File: src/hdl/rotdec_pkg.sv
// Shared types and constants for the rotary encoder decoder.
// Holds the detent state encoding, the rotation event codes and register indexes.
// No dependencies.
package rotdec_pkg;

  // Configuration register fields.
  localparam int unsigned DEB_W       = 20;
  localparam int unsigned CFG_DATA_W  = 32;
  localparam int unsigned CFG_ADDR_W  = 3;

  localparam logic [DEB_W-1:0] BUTTON_DEB_RESET = 20'd20000;
  localparam logic [DEB_W-1:0] ROTATE_DEB_RESET = 20'd1000;

  // Default timestamp width in use.
  localparam int unsigned TIME_BITS_DEFAULT = 64;

  // Register index taken from the word address.
  typedef enum logic {
    REG_BUTTON_DEB = 1'b0,
    REG_ROTATE_DEB = 1'b1
  } reg_index_t;

  // Detent machine states.
  typedef enum logic [2:0] {
    DET_IDLE       = 3'd0,
    DET_FIRST_CW   = 3'd1,
    DET_FIRST_CCW  = 3'd2,
    DET_SECOND_CW  = 3'd3,
    DET_SECOND_CCW = 3'd4,
    DET_CW         = 3'd5,
    DET_CCW        = 3'd6
  } det_state_t;

  // Rotation event codes on the result channel.
  typedef enum logic [1:0] {
    EV_NONE = 2'd0,
    EV_CW   = 2'd1,
    EV_CCW  = 2'd2
  } rot_event_t;

endpackage

File: src/hdl/rotary_encoder_debounced_decoder_top.sv
// Top level of the debounced rotary encoder and push-button decoder.
// Depends on rotdec_pkg for the detent states, event codes and register indexes.
//
// Usage:
// The input channel (in_valid, in_stall) carries one poll sample per transfer:
// the button, A and B pin levels (active low) and a microsecond timestamp.
// The result channel (out_valid, out_stall) carries one result per sample:
// a debounced button press flag and a rotation event (none, CW or CCW).
// Two debounce times are set through the APB-style port: button debounce at
// byte address 0 and rotate debounce at byte address 4, both 20 bits wide.
// Write them only while no sample is in flight.
// A sample lands in the input register; when the result register can take it,
// the debounce subtract and compare and the detent machine update the state
// and fill the result register, and out_valid rises as that register fills.
// Throughput is one sample per cycle while the receiver does not stall.
// When the receiver stalls, the result register holds; the input register
// still takes one more sample, and then in_stall rises until the result moves.
// Reset loads the default debounce times, clears both recorded times, puts the
// detent machine in idle and the latched A/B levels at high, and empties both
// registers.
module rotary_encoder_debounced_decoder_top
  import rotdec_pkg::*;
#(
  parameter int unsigned TIME_BITS = TIME_BITS_DEFAULT
) (
  input  logic                  clk,
  input  logic                  rst_n,
  // Input channel
  input  logic                  in_valid,
  output logic                  in_stall,
  input  logic                  in_button_level,
  input  logic                  in_a_level,
  input  logic                  in_b_level,
  input  logic [63:0]           in_now_time,
  // Result channel
  output logic                  out_valid,
  input  logic                  out_stall,
  output logic                  out_button_pressed,
  output logic [1:0]            out_rotate_event,
  // Configuration port
  input  logic                  psel,
  input  logic                  penable,
  input  logic                  pwrite,
  input  logic [CFG_ADDR_W-1:0] paddr,
  input  logic [CFG_DATA_W-1:0] pwdata,
  output logic [CFG_DATA_W-1:0] prdata,
  output logic                  pready
);

  // Width used to compare a time difference with a debounce time.
  localparam int unsigned CMP_W = (TIME_BITS > DEB_W) ? TIME_BITS : DEB_W;

  // Configuration registers.
  logic [DEB_W-1:0] button_deb_r;
  logic [DEB_W-1:0] rotate_deb_r;
  reg_index_t       cfg_index;
  logic             cfg_write;

  // Input register.
  logic                 s1_valid_r;
  logic                 s1_btn_r;
  logic                 s1_a_r;
  logic                 s1_b_r;
  logic [TIME_BITS-1:0] s1_time_r;

  // Decoder state.
  logic [TIME_BITS-1:0] last_press_r;
  logic [TIME_BITS-1:0] last_turn_r;
  det_state_t           det_r;
  det_state_t           det_nxt;
  logic                 latched_a_r;
  logic                 latched_b_r;

  // Result register.
  logic       out_valid_r;
  logic       pressed_r;
  rot_event_t event_r;

  // Handshake and per-sample logic.
  logic             in_take;
  logic             out_ready;
  logic             s2_load;
  logic [TIME_BITS-1:0] press_diff;
  logic [TIME_BITS-1:0] turn_diff;
  logic [CMP_W-1:0] press_diff_ext;
  logic [CMP_W-1:0] turn_diff_ext;
  logic             press_take;
  logic             turn_take;
  rot_event_t       event_nxt;

  // Configuration writes and reads.
  assign pready    = 1'b1;
  assign cfg_index = reg_index_t'(paddr[2]);
  assign cfg_write = psel && penable && pwrite && pready;

  always_ff @(posedge clk) begin
    if (!rst_n) begin
      button_deb_r <= BUTTON_DEB_RESET;
      rotate_deb_r <= ROTATE_DEB_RESET;
    end else if (cfg_write) begin
      unique case (cfg_index)
        REG_BUTTON_DEB: button_deb_r <= pwdata[DEB_W-1:0];
        REG_ROTATE_DEB: rotate_deb_r <= pwdata[DEB_W-1:0];
        default: ;
      endcase
    end
  end

  always_comb begin
    unique case (cfg_index)
      REG_BUTTON_DEB: prdata = CFG_DATA_W'(button_deb_r);
      REG_ROTATE_DEB: prdata = CFG_DATA_W'(rotate_deb_r);
      default:        prdata = '0;
    endcase
  end

  // Flow control: the input register moves on whenever the result register
  // is empty or its transfer completes in this cycle.
  assign out_ready = !out_valid_r || !out_stall;
  assign s2_load   = s1_valid_r && out_ready;
  assign in_stall  = s1_valid_r && !out_ready;
  assign in_take   = in_valid && !in_stall;

  always_ff @(posedge clk) begin
    if (!rst_n) begin
      s1_valid_r <= 1'b0;
    end else if (in_take) begin
      s1_valid_r <= 1'b1;
    end else if (s2_load) begin
      s1_valid_r <= 1'b0;
    end
  end

  always_ff @(posedge clk) begin
    if (in_take) begin
      s1_btn_r  <= in_button_level;
      s1_a_r    <= in_a_level;
      s1_b_r    <= in_b_level;
      s1_time_r <= in_now_time[TIME_BITS-1:0];
    end
  end

  // Debounce checks: wrapping differences against the debounce times.
  assign press_diff     = s1_time_r - last_press_r;
  assign turn_diff      = s1_time_r - last_turn_r;
  assign press_diff_ext = CMP_W'(press_diff);
  assign turn_diff_ext  = CMP_W'(turn_diff);
  assign press_take     = !s1_btn_r && (press_diff_ext > CMP_W'(button_deb_r));
  assign turn_take      = ((s1_a_r != latched_a_r) || (s1_b_r != latched_b_r)) &&
                          (turn_diff_ext > CMP_W'(rotate_deb_r));

  // Detent machine next state and event for the newly latched A/B pair.
  always_comb begin
    det_nxt   = det_r;
    event_nxt = EV_NONE;
    unique case (det_r)
      DET_FIRST_CW: begin
        if (s1_a_r && s1_b_r) det_nxt = DET_IDLE;
        else if (!s1_a_r && !s1_b_r) det_nxt = DET_SECOND_CW;
      end
      DET_FIRST_CCW: begin
        if (s1_a_r && s1_b_r) det_nxt = DET_IDLE;
        else if (!s1_a_r && !s1_b_r) det_nxt = DET_SECOND_CCW;
      end
      DET_SECOND_CW: begin
        if (s1_a_r && s1_b_r) det_nxt = DET_IDLE;
        else if (!s1_b_r) det_nxt = DET_CW;
      end
      DET_SECOND_CCW: begin
        if (s1_a_r && s1_b_r) det_nxt = DET_IDLE;
        else if (!s1_a_r) det_nxt = DET_CCW;
      end
      DET_CW: begin
        if (!s1_b_r) begin
          det_nxt = DET_IDLE;
        end else if (s1_a_r) begin
          det_nxt   = DET_IDLE;
          event_nxt = EV_CW;
        end
      end
      DET_CCW: begin
        if (!s1_a_r) begin
          det_nxt = DET_IDLE;
        end else if (s1_b_r) begin
          det_nxt   = DET_IDLE;
          event_nxt = EV_CCW;
        end
      end
      default: begin
        // Idle, and the unused code, which behaves the same.
        if (!s1_a_r) det_nxt = DET_FIRST_CW;
        else if (!s1_b_r) det_nxt = DET_FIRST_CCW;
        else det_nxt = DET_IDLE;
      end
    endcase
  end

  // Detent state register.
  always_ff @(posedge clk) begin
    if (!rst_n) begin
      det_r <= DET_IDLE;
    end else if (s2_load && turn_take) begin
      det_r <= det_nxt;
    end
  end

  // Recorded times and latched channel levels.
  always_ff @(posedge clk) begin
    if (!rst_n) begin
      last_press_r <= '0;
      last_turn_r  <= '0;
      latched_a_r  <= 1'b1;
      latched_b_r  <= 1'b1;
    end else if (s2_load) begin
      if (press_take) begin
        last_press_r <= s1_time_r;
      end
      if (turn_take) begin
        last_turn_r <= s1_time_r;
        latched_a_r <= s1_a_r;
        latched_b_r <= s1_b_r;
      end
    end
  end

  // Result register.
  always_ff @(posedge clk) begin
    if (!rst_n) begin
      out_valid_r <= 1'b0;
    end else if (out_ready) begin
      out_valid_r <= s1_valid_r;
    end
  end

  always_ff @(posedge clk) begin
    if (s2_load) begin
      pressed_r <= press_take;
      event_r   <= turn_take ? event_nxt : EV_NONE;
    end
  end

  assign out_valid          = out_valid_r;
  assign out_button_pressed = pressed_r;
  assign out_rotate_event   = event_r;

  // A reported step always leaves the detent machine idle.
  assert property (@(posedge clk) disable iff (!rst_n)
    (s2_load && turn_take && event_nxt != EV_NONE) |=> det_r == DET_IDLE)
    else $error("detent machine not idle after a reported step");

  // The latched A/B pair changes only through an accepted turn.
  assert property (@(posedge clk) disable iff (!rst_n)
    (!$stable(latched_a_r) || !$stable(latched_b_r)) |->
      $past(s2_load && turn_take))
    else $error("A/B latch changed without an accepted turn");

  // A reported press records the sample time.
  assert property (@(posedge clk) disable iff (!rst_n)
    (s2_load && press_take) |=> last_press_r == $past(s1_time_r))
    else $error("press time not recorded");

  // The input side stalls only with both registers full.
  assert property (@(posedge clk) disable iff (!rst_n)
    in_stall |-> (s1_valid_r && out_valid_r && out_stall))
    else $error("input stalled without a full pipeline");

endmodule
File: config.mk
export PLATFORM = sky130hd
export DESIGN_NAME = rotary_encoder_debounced_decoder_top
export DESIGN_NICKNAME = d
export VERILOG_FILES = /design/src/hdl/rotdec_pkg.sv /design/src/hdl/rotary_encoder_debounced_decoder_top.sv
export SDC_FILE = /design/constraint.sdc
export NUM_CORES = 1
export LEC_CHECK = 0
export BUFFER_PORTS_ARGS = -buffer_cell sky130_fd_sc_hd__buf_2
export CORE_ASPECT_RATIO = 1.5
export CORE_MARGIN = 3
export CORE_UTILIZATION = 28
export CTS_CLUSTER_SIZE = 40
export DETAILED_ROUTE_END_ITERATION = 10
export SETUP_SLACK_MARGIN = 0.4
export SYNTH_ARGS = -nofsm -noshare
export SYNTH_HDL_FRONTEND = slang
export SYNTH_SLANG_ARGS = --single-unit
export TNS_END_PERCENT = 1
File: constraint.sdc
create_clock -name clk -period 5 [get_ports clk]
set_clock_uncertainty 0.15 [all_clocks]
set_input_delay 0.5 -clock clk [delete_from_list [all_inputs] [get_ports clk]]
set_output_delay 0.5 -clock clk [all_outputs]
set_load 0.02 [all_outputs]
======== After elaboration in Yosys (flattened, before gate mapping) ========
Cells that the tools add are included.
storage, ports and cells
  register bits after elaboration ......... 245
  output and inout bits ................... 38
  word-level logic and storage cells ...... 82
cells by class
  add/sub/neg operators ................... 2
  $lt $le $gt $ge ......................... 2
  equality and inequality tests ........... 14
  multiplexer cells ....................... 23
  bitwise operators ....................... 1
  reduce and logical (&&, ||, !) cells .... 25
operators with widths
  cell                                                                   count
  64-bit by 20-bit > comparator with 1-bit output                        2
  64-bit subtractor                                                      2
  32-bit one-hot mux with 2 select lines                                 1
  3-bit two-way mux                                                      12
  3-bit != test, second input constant                                   6
  3-bit one-hot mux with 6 select lines                                  1
  1-bit logical AND                                                      10
  3-bit equality test, second input constant                             3
  2-bit two-way mux                                                      4
  2-bit AND reduction                                                    4
  1-bit logical NOT                                                      7
  7-bit AND reduction                                                    1
  3-bit by 2-bit equality test with 1-bit output, second input constant  2
  1-bit two-way mux                                                      4
  2-bit one-hot mux with 2 select lines                                  1
  3-bit by 1-bit equality test with 1-bit output, second input constant  1
  1-bit logical OR                                                       2
  1-bit != test                                                          2
  2-bit nonzero test                                                     1
  1-bit NOT                                                              1

======== Logic depth before layout (Yosys ltp) ========
Gate-level depths: netlist of run 1.
  depth after elaboration ................. 7
  mapped depth ............................ 25
  gate-level depth less buffers ........... 23

======== Least setup slack after synthesis of run 1 ========
Ideal clock, no wire load.
  path kind ............................... register to register
  from .................................... register s1_time_r[0]
  to ...................................... register last_press_r[10]
  library setup time ...................... 0.120 ns
  arrival time ............................ 4.642 ns
  required time ........................... 4.730 ns
  setup slack ............................. 0.089 ns
  stages on the path, launching flop included .. 25
  path through ............................ edfxtp_1 > inv_1 > ha_1 > inv_1 > fa_1 > a211oi_1 > o21ai_1 > a21oi_1 > o21ba_2 > xnor2_1 > ha_1 > nand4_1 > or2_2 > nor4_1 > a21oi_1 > o31ai_1 > nand4_1 > nor4_1 > nand4_1 > or3_1 > nor4_2 > nor3b_1 > buf_6 > buf_6 > mux2i_1
on the way
  longest elaborated chain between the ends .. 4
RTL lines
  what                                             line                                         source
  start, declared                                  rotary_encoder_debounced_decoder_top.sv:64   logic [TIME_BITS-1:0] s1_time_r;
  start signal, assigned                           rotary_encoder_debounced_decoder_top.sv:139  s1_time_r <= in_now_time[TIME_BITS-1:0];
  64-bit subtractor                                rotary_encoder_debounced_decoder_top.sv:144  assign press_diff = s1_time_r - last_press_r;
  64-bit by 20-bit > comparator with 1-bit output  rotary_encoder_debounced_decoder_top.sv:148  assign press_take = !s1_btn_r && (press_diff_ext > CMP_W'(button_deb_r));
  1-bit logical AND                                rotary_encoder_debounced_decoder_top.sv:148
  2-bit AND reduction (no source line)             --
  end signal, assigned                             rotary_encoder_debounced_decoder_top.sv:216  last_press_r <= s1_time_r;
  end, declared                                    rotary_encoder_debounced_decoder_top.sv:67   logic [TIME_BITS-1:0] last_press_r;
No other way between the ends.
A chain may end at the register's enable or synchronous reset.

======== Worst setup path after layout of run 1 ========
  from .................................... register s1_time_r[6]
  to ...................................... register last_turn_r[28]
on the way
  longest elaborated chain between the ends .. 4
RTL lines
  what                                             line                                         source
  64-bit subtractor                                rotary_encoder_debounced_decoder_top.sv:145  assign turn_diff = s1_time_r - last_turn_r;
  64-bit by 20-bit > comparator with 1-bit output  rotary_encoder_debounced_decoder_top.sv:150  (turn_diff_ext > CMP_W'(rotate_deb_r));
  1-bit logical AND                                rotary_encoder_debounced_decoder_top.sv:149  assign turn_take = ((s1_a_r != latched_a_r) || (s1_b_r != latched_b_r)) &&
  2-bit AND reduction (no source line)             --
  end signal, assigned                             rotary_encoder_debounced_decoder_top.sv:219  last_turn_r <= s1_time_r;
  end, declared                                    rotary_encoder_debounced_decoder_top.sv:68   logic [TIME_BITS-1:0] last_turn_r;
No other way between the ends.

==> impl_metrics.env, run 1 <==
export IMPL_status="complete, but fails checks"
export IMPL_violations="negative setup slack"
export IMPL_cts_tree="built"
export IMPL_min_period_ps=5040
export IMPL_routed_wire_length_per_instance_um=19.3
export IMPL_total_power_mw=6.37
export IMPL_cts_sinks=245
export IMPL_dp_hpwl_um=56700
export IMPL_maxSlewViolCount=0
export IMPL_rows=117
export IMPL_grt_max_degree=83
export IMPL_synth_edff_count=70
export IMPL_dr_pass1_iters=7
export IMPL_routed_wl_met2_um=36400
export IMPL_regArea_mm2=0.00561
export IMPL_areaGrowthSynthToFinish_pct=24.4
export IMPL_ys_seq_elements=245
export IMPL_synth_warnings=0
export IMPL_crit_arrival_ps=5350
export IMPL_slew_headroom=0.313
export IMPL_cp_max_fo=15
export IMPL_end_kind="register"
export IMPL_powerDensity_mw_per_mm2=263
export IMPL_final_common_cell="nand2_1"
export IMPL_grt_pass1_vias=19028
export IMPL_pwr_share_comb=0.330
export IMPL_ys_async_sr_fraction=0
export IMPL_root_buffer="clkbuf_16"
export IMPL_wl_met1_um=28200
export IMPL_port_buffers=119
export IMPL_critPathLaunchType="register"
export IMPL_antenna_found_initial=0
export IMPL_io_pins=147
export IMPL_hp_class="primary input to register"
export IMPL_netSwitchingFraction=0.349
export IMPL_clk_latency_ps=600
export IMPL_p_int_mw=4.15
export IMPL_synth_cell_types=94
export IMPL_syn_area_mm2=0.0194
export IMPL_diodes=0
export IMPL_drive_gt1_frac=0.158
export IMPL_avgViaCountPerCell=5.22
export IMPL_crit_required_ps=5310
export IMPL_core_area_mm2=0.0684
export IMPL_numCtsBuffers=28
export IMPL_fin_ws_ps=-43.4
export IMPL_ant_nets=0
export IMPL_p_leak_nw=9.11
export IMPL_h_tree_depth=1
export IMPL_wl_met3_um=2830
export IMPL_initial_utilization=0.284
export IMPL_pwr_share_clk=0.318
export IMPL_drt_total_wl_um=71600
export IMPL_finish_utilization=0.354
export IMPL_final_setup_viol_count=39
export IMPL_path_clk_slew_ps=60
export IMPL_top_layer="met4"
export IMPL_power_switching_mw=2.22
export IMPL_rsz0062_at_grt="yes"
export IMPL_route_vias_total=19298
export IMPL_r2r_slack_ps=-40
export IMPL_clockBufferDepth=3
export IMPL_gp_congestion=0.982
export IMPL_finalHoldViolCount=0
export IMPL_fin_nets=3062
export IMPL_crit_type="register to register"
export IMPL_finalCritPeriodShare=1.01
export IMPL_cap_viol_max_count=0
export IMPL_multiInputGateArea_mm2=0.0128
export IMPL_peakVddDrop_v=0.000273
export IMPL_tightest_slew_ps=1030
export IMPL_fmax_ghz=0.198
export IMPL_seq_area_frac_synth=0.288
export IMPL_p_seq_frac=0.352
export IMPL_die_w_um=221
export IMPL_grt_pass1_wl_um=108000
export IMPL_remaining_drc_errors=0
export IMPL_layout_cells_most_common_list="nand2_1, a21oi_1, inv_1"
export IMPL_die_h_um=329
export IMPL_synth_ff_type="dfxtp_1"
export IMPL_syn_inst=2507
export IMPL_fillerInstances=7145
export IMPL_grt_overflow_total=0
export IMPL_die_area_mm2=0.0727
export IMPL_dr_first_iter_drc_count=1189
export IMPL_track_usage=0.188
export IMPL_synth_area_per_cell_um2=7.76
state kept, by name, summed over array words and instances (netlist names), 2 cells and up:
name	flops
button_deb_r	20
det_r	3
last_press_r	64
last_turn_r	64
out_rotate_event	2
rotate_deb_r	20
s1_time_r	64
worst max-delay path, cell delays in order, from the launching register on:
cell and delay, ps:
edfxtp_1 460, buf_6 160, ha_4 230, a21oi_4 120, o211ai_1 120, a221oi_2 320
nor3_1 70, or2_4 250, xor2_2 150, ha_1 310, and4_4 220, nand3_2 70
or2_4 280, o21ai_2 180, buf_4 150, nand3_2 60, nor4_2 140, nand4_1 150
nor4_2 180, and4_1 230, and3_4 200, buf_12 120, nor2_4 60, buf_12 190
buf_12 160, mux2i_1 130
routing by layer:
metal  up-vias  GRT usage
met5         -          0
met4         0     0.0916
met3       181     0.0156
met2       612      0.356
met1      9011      0.210
li1       9494          -
cell type report:
class	count	area share
clock buffer	39	0.0336
clock inverter	13	0.00460
inverter	190	0.0295
multi-input combinational	1943	0.531
sequential	245	0.232
tap	892	0.0461
timing repair buffer	377	0.124
Yosys cell counts, types with 34 or more instances:
master	number	area (um^2)
nand2_1	478	1790
o21ai_0	126	631
dfxtp_1	175	3500
a21oi_1	226	1130
clkbuf_1	86	323
edfxtp_1	70	2100
xnor2_1	38	333
xor2_1	45	394
nand3_1	51	255
nor3_1	34	170
mux2i_1	135	1350
nor2_1	133	499
ha_1	166	2080
inv_1	189	709
nand4_1	70	438
per-stage QoR:
stage / hold slack (ps) / instance area [um^2] / std cells / setup TNS (ps) / worst slack, ps
final: 22.6 / 24200 / 3699 / -546 / -43.4
after global routing: 29.0 / 24200 / 3699 / -29530 / -290
after detailed placement: 296 / 21700 / 3536 / -57400 / -491
after floorplan: 285 / 19500 / 2518 / 0 / 351
after global placement: 292 / 21700 / 3536 / -42430 / -365
after CTS: 0.731 / 24100 / 3698 / -10780 / -147
timing repair:
item | in CTS | in global routing
buffers inserted | 21 | 1
endpoints found under the setup margin | 136 | 136
hold buffers | 83 | 0
resized for setup | 63 | 10
endpoints found under the hold margin | 90 | 0
pin swaps | 44 | 7
cloned | 6 | 0
kinds of logic (layout without fill, tap and decap cells):
kind of cell	after synthesis	after routing	synth area share
compound gates	656	656	0.213
buf+inv	330	619	0.0737
simple gates	884	884	0.206
other cells	2	13	0.000386
xor+xnor	83	83	0.0374
flops	245	245	0.288
mux	139	139	0.0718
fa+ha+maj	168	168	0.109
path summary, 6_finish.rpt:
| path | cells after the start | startpoint | endpoint |
|---|---|---|---|
| hold reg to reg | 2 | button_deb_r[19] | button_deb_r[19] |
| hold / removal | 3 | in_valid | s1_valid_r |
| setup / recovery | 25 | s1_time_r[6] | last_turn_r[28] |
| setup reg to reg | 25 | s1_time_r[6] | last_turn_r[28] |
power groups by stage:
stage               sequential [mW]  clock (mW)  combinational, mW
floorplan                      2.23           0               1.29
global placement               2.28           0               1.91
detailed placement             2.28           0               1.91
CTS                            2.24        2.08               2.07
global route                   2.25        2.16               2.29
finish                         2.24        2.03               2.10
(Power assumes the default switching activity.)
==> run 2: changes to the inputs <==
CORE_UTILIZATION = 40   (was 28)
PLACE_DENSITY = 0.61   (was unset)
==> run 2 against run 1 <==
  * The run still ends with negative setup slack left
  * Routed wire length down 0.61%
  * Hold slack better by 7.3 ps
  * Critical path type unchanged
  * Register-to-register slack worse by 280 ps
  * Sequential power about the same
  * Via count up 1.7%
  * Combinational power about the same
  * First-iteration DRC count down 3.0%
  * Cell count down 8.5%
  * Setup slack worse by 280 ps
  * Die area down 29%
  * Design area down 2.9%
  * Non-clock buffer count down 18
==> impl_metrics.env, run 2 (synthesis gave the netlist of run 1 again) <==
export IMPL_status="complete, but fails checks"
export IMPL_violations="negative setup slack"
export IMPL_drt_total_wl_um=71100
export IMPL_critPathLaunchType="register"
export IMPL_p_leak_nw=9.01
export IMPL_peakVddDrop_v=0.000321
export IMPL_numCtsBuffers=27
export IMPL_die_h_um=276
export IMPL_placed_area_mm2=0.0214
export IMPL_regArea_mm2=0.00561
export IMPL_design_area_mm2=0.0235
export IMPL_remaining_drc_errors=0
export IMPL_timing_rr_end="last_press_r[3]"
export IMPL_end_kind="register"
export IMPL_final_common_cell="nand2_1"
export IMPL_reg2reg_from="s1_time_r[0]"
export IMPL_route_vias_total=19623
export IMPL_gp_congestion=1.01
export IMPL_rsz0062_at_grt="yes"
export IMPL_path_cells="inv_2, ha_4, inv_2, fa_2, a211oi_2, buf_4, o211ai_1, nand2_1, nand2_2, buf_4, buf_4, buf_4, a211oi_1, o21bai_1, xor2_1, a2111o_1, nand4b_1, nor4_4, buf_4, nor3b_4, buf_6, buf_12, mux2i_2"
export IMPL_finalHoldViolCount=0
export IMPL_die_w_um=186
export IMPL_powerDensity_mw_per_mm2=272
export IMPL_grt_overflow_total=0
export IMPL_dp_hpwl_um=57000
export IMPL_path_delay_family="compound AO/OA/AOI/OAI gates"
export IMPL_dr_pass1_iters=5
export IMPL_fillerInstances=4639
export IMPL_port_buffers=119
export IMPL_wl_met1_um=25900
export IMPL_routed_wire_length_per_instance_um=21.0
export IMPL_path_clk_slew_ps=60
export IMPL_clockBufferDepth=3
export IMPL_initial_utilization=0.407
export IMPL_tightest_slew_ps=1000
export IMPL_layout_cells_most_common_list="nand2_1, a21oi_1, inv_1"
export IMPL_final_cells=3386
export IMPL_areaGrowthSynthToFinish_pct=20.8
export IMPL_hold_depth=3
export IMPL_top_layer="met4"
export IMPL_crit_buf_inv=9
export IMPL_clk_latency_ps=560
export IMPL_grt_max_degree=82
export IMPL_whs_ps=29.8
export IMPL_cts_sinks=245
export IMPL_multiInputGateArea_mm2=0.0127
export IMPL_hp_class="primary input to register"
export IMPL_r2r_slack_ps=-330
export IMPL_dp_cells=3253
export IMPL_crit_type="register to register"
export IMPL_core_area_mm2=0.0478
export IMPL_min_period_ps=5330
export IMPL_crit_arrival_ps=5650
export IMPL_holdPathEnd="s1_valid_r"
export IMPL_r2r_cells=23
export IMPL_top_regs="last_press_r x64, last_turn_r x64, s1_time_r x64"
export IMPL_root_buffer="clkbuf_16"
export IMPL_h_tree_depth=1
export IMPL_diodes=0
export IMPL_cp_max_fo=5
export IMPL_fin_nets=3043
export IMPL_die_area_mm2=0.0513
export IMPL_routed_wl_met2_um=37600
export IMPL_worst_path_max_delay_cell="nor4_4"
export IMPL_fmax_ghz=0.188
export IMPL_cpPeakStageDelay_ps=510
export IMPL_io_pins=147
export IMPL_cap_viol_max_count=0
export IMPL_dr_first_iter_drc_count=1153
export IMPL_ant_nets=0
export IMPL_grt_pass1_vias=19888
export IMPL_wl_met3_um=2460
export IMPL_final_setup_viol_count=135
export IMPL_grt_pass1_wl_um=108000
export IMPL_finalCritPeriodShare=1.07
export IMPL_min_from="in_valid"
export IMPL_track_usage=0.266
export IMPL_fin_ws_ps=-326
export IMPL_avgViaCountPerCell=5.80
export IMPL_rows=98
export IMPL_maxSlewViolCount=0
export IMPL_antenna_found_initial=0
export IMPL_drive_gt1_frac=0.153
export IMPL_crit_required_ps=5330
export IMPL_slew_headroom=0.327
export IMPL_cpMostUsedCell="buf_4"
export IMPL_cts_tree="built"
[run 2: cell count changes in the layout (fill, tap and decap cells not counted), moves of 3 or more]
cell	change
a21oi_1	+4
clkbuf_1	-4
dlygate4sd3_1	-17
nand3_1	+4
clkbuf_8	-3
nand3_2	-4
[run 2: area by class of cell]
| type | count | area share |
|---|---|---|
| flip-flops and latches | 245 | 0.239 |
| clock buffers | 34 | 0.0336 |
| inverters | 190 | 0.0304 |
| multi-input cells | 1943 | 0.540 |
| well taps | 600 | 0.0320 |
| clock inverters | 15 | 0.00623 |
| repair buffers | 359 | 0.119 |
[run 2: through the flow]
| step | worst slack, ps | power [mW] | util | TNS (ps) |
|---|---|---|---|---|
| finish | -326 | 6.39 | 0.491 | -30990 |
| global route | -490 | 6.67 | 0.491 | -54110 |
| CTS | -340 | 6.37 | 0.488 | -36460 |
| detailed placement | -820 | 4.21 | 0.448 | -73160 |
| global placement | -683 | 4.18 | 0.448 | -59670 |
| floorplan | 351 | 3.52 | - | 0 |
[run 2: worst reg2reg max path: cells and delay by family, from the launching register on]
family          cells  cell delay, ps
compound gates      5            1360
xor+xnor            1             200
fa+ha+maj           2             550
buf+inv             9            1160
flops               1             390
mux                 1             190
simple gates        5            1220
[run 2: what timing repair did]
| item | in CTS | in global routing |
|---|---|---|
| pin swaps | 18 | 9 |
| gates resized for setup | 25 | 24 |
| setup buffers | 6 | 5 |
| hold buffers | 66 | 0 |
| gates cloned | 6 | 1 |
| endpoints found under the hold margin | 66 | 0 |
| endpoints found under the setup margin | 136 | 136 |
[run 2: power by group]
group,internal [mW],switching [mW],leakage (nW)
sequential,2.14,0.0957,2.11
combinational,0.835,1.24,6.44
clock,1.19,0.888,0.469
total,4.16,2.22,9.01
[run 2: layer usage]
layer  global-route usage  vias up
met2                0.507      613
met5                    0        -
li1                     -     9466
met1                0.277     9318
met3               0.0208      226
met4                0.157        0
[run 2: worst max path at each step]
stage / start / endpoint / slack (ps) / cells after the start
after CTS: s1_time_r[0] / last_press_r[34] / -340 / 27
after floorplan: s1_time_r[1] / last_press_r[10] / 350 / 23
after global routing: s1_time_r[0] / last_press_r[3] / -490 / 27
after detailed placement: s1_time_r[4] / last_press_r[20] / -820 / 23
final: s1_time_r[0] / last_press_r[3] / -330 / 23
after global placement: s1_time_r[4] / last_press_r[16] / -680 / 23
==> run 3: changes to the inputs <==
PLACE_DENSITY = unset   (was 0.61)
==> run 3 against run 2 <==
  * The flow still finishes with violations (negative setup slack)
  * Maximum frequency rose by 3.5%
  * Flip-flop and latch count is the same
  * Total power decreased by 0.89%
  * Design area grew 0.61%
  * Via count shrank 1.4%
  * Sequential power about the same
  * Utilization grew 0.30 points
  * First-iteration DRC count is 5.0% lower
  * Clock-buffer cell count fell by 1
  * Clock power shrank 2%
  * Global-route usage about the same
  * Critical path type unchanged
  * Critical endpoint is now last_press_r[31]
  * Largest cell class unchanged
  * Largest power group unchanged
==> impl_metrics.env, run 3 (synthesis gave the netlist of run 1 again) <==
export IMPL_status="complete, but fails checks"
export IMPL_violations="negative setup slack"
export IMPL_routed_wire_length_per_instance_um=20.9
export IMPL_fmax_ghz=0.194
export IMPL_ant_nets=0
export IMPL_cts_tree="built"
export IMPL_slew_headroom=0.291
export IMPL_multiInputGateArea_mm2=0.0129
export IMPL_drive_gt1_frac=0.155
export IMPL_root_buffer="clkbuf_16"
export IMPL_grt_pass1_wl_um=107000
export IMPL_gp_congestion=0.943
export IMPL_cpPeakStageDelay_ps=400
export IMPL_numCtsBuffers=26
export IMPL_areaGrowthSynthToFinish_pct=21.5
export IMPL_track_usage=0.266
export IMPL_remaining_drc_errors=0
export IMPL_dp_hpwl_um=56500
export IMPL_layout_cells_most_common_list="nand2_1, a21oi_1, inv_1"
export IMPL_core_area_mm2=0.0478
export IMPL_path_clk_slew_ps=70
export IMPL_io_pins=147
export IMPL_crit_type="register to register"
export IMPL_clk_latency_ps=580
export IMPL_crit_arrival_ps=5440
export IMPL_critPathLaunchType="register"
export IMPL_final_common_cell="nand2_1"
export IMPL_cts_sinks=245
export IMPL_peakVddDrop_v=0.000259
export IMPL_dr_first_iter_drc_count=1095
export IMPL_antenna_found_initial=0
export IMPL_final_setup_viol_count=64
export IMPL_min_period_ps=5150
export IMPL_diodes=0
export IMPL_grt_pass1_vias=19611
export IMPL_p_leak_nw=8.98
export IMPL_fillerInstances=4734
export IMPL_drt_total_wl_um=70800
export IMPL_cap_viol_max_count=0
export IMPL_die_w_um=186
export IMPL_avgViaCountPerCell=5.71
export IMPL_finalCritPeriodShare=1.03
export IMPL_finalHoldViolCount=0
export IMPL_grt_overflow_total=0
export IMPL_crit_required_ps=5300
export IMPL_initial_utilization=0.407
export IMPL_die_h_um=276
export IMPL_rows=98
export IMPL_maxSlewViolCount=0
export IMPL_whs_ps=21.6
export IMPL_worst_path_max_delay_cell="edfxtp_1"
export IMPL_h_tree_depth=1
export IMPL_grt_max_degree=109
export IMPL_die_area_mm2=0.0513
export IMPL_fin_nets=3048
export IMPL_clockBufferDepth=3
export IMPL_rsz0062_at_grt="yes"
export IMPL_fin_ws_ps=-147
export IMPL_hp_class="primary input to register"
export IMPL_route_vias_total=19353
export IMPL_port_buffers=119
export IMPL_powerDensity_mw_per_mm2=268
export IMPL_tightest_slew_ps=1060
export IMPL_pre_cts_ws_ps=-557
export IMPL_top_regs="last_press_r x64, last_turn_r x64, s1_time_r x64"
export IMPL_end_kind="register"
export IMPL_regArea_mm2=0.00561
export IMPL_dr_pass1_iters=7
export IMPL_cp_max_fo=8
[run 3: cell types whose count changed in the layout (fill, tap and decap cells not counted), sizes merged, moves of 2 or more]
cell         previous run  this run
bufinv                  1         3
buf                   291       282
clkinv                 11         8
dlygate4sd3            66        80
[run 3: path summary, 6_finish.rpt]
check / from / endpoint / slack (ps) / cells after the start
worst max-delay path: s1_time_r[0] / last_press_r[31] / -150 / 26
worst min-delay path: pwdata[16] / button_deb_r[16] / 20 / 3
worst min register to register: button_deb_r[16] / button_deb_r[16] / 300 / 2
worst max register to register: s1_time_r[0] / last_press_r[31] / -150 / 26
[run 3: worst max-delay path, delay by kind of cell, from the launching register on]
family                   cells  cell delay [ps]
XOR/XNOR                     1              150
flip-flops                   1              400
buffers and inverters        6              790
adder cells (fa/ha/maj)      3              790
AND/OR/NAND/NOR              7             1260
AO/OA/AOI/OAI                8             1330
multiplexers                 1              110
[run 3: metrics by stage]
step,TNS (ps),instances,area [um^2],utilization,total power [mW]
finish,-4400,3391,23600,0.494,6.33
global route,-25410,3391,23600,0.494,6.63
CTS,-6740,3389,23400,0.490,6.31
detailed placement,-52070,3247,21400,0.447,4.19
global placement,-40700,3247,21400,0.447,4.18
floorplan,0,2518,19500,-,3.52
[run 3: layer usage]
layer | up-vias | wire, um | GRT usage
met4 | 0 | 5840 | 0.173
met1 | 9096 | 25400 | 0.272
met3 | 222 | 2550 | 0.0211
met2 | 580 | 37000 | 0.506
met5 | - | 0 | 0
li1 | 9455 | - | -
[run 3: timing repair]
item,CTS,global route
setup buffers,8,2
hold endpoints to repair,86,0
cloned,6,0
pin swaps,31,19
gates resized for setup,40,36
hold buffers,80,0
endpoints found under the setup margin,136,136
[run 3: layout make-up]
cell class | instances | area share
clock buffers | 33 | 0.0291
repair buffers | 365 | 0.119
well taps | 600 | 0.0318
inverters | 190 | 0.0302
flip-flops and latches | 245 | 0.237
multi-input cells | 1943 | 0.545
clock inverters | 15 | 0.00805
[run 3: report_power, final]
part           total (mW)  internal (mW)  switching, mW
Combinational        2.07          0.840           1.23
Clock                2.02           1.14          0.871
Sequential           2.24           2.14         0.0986
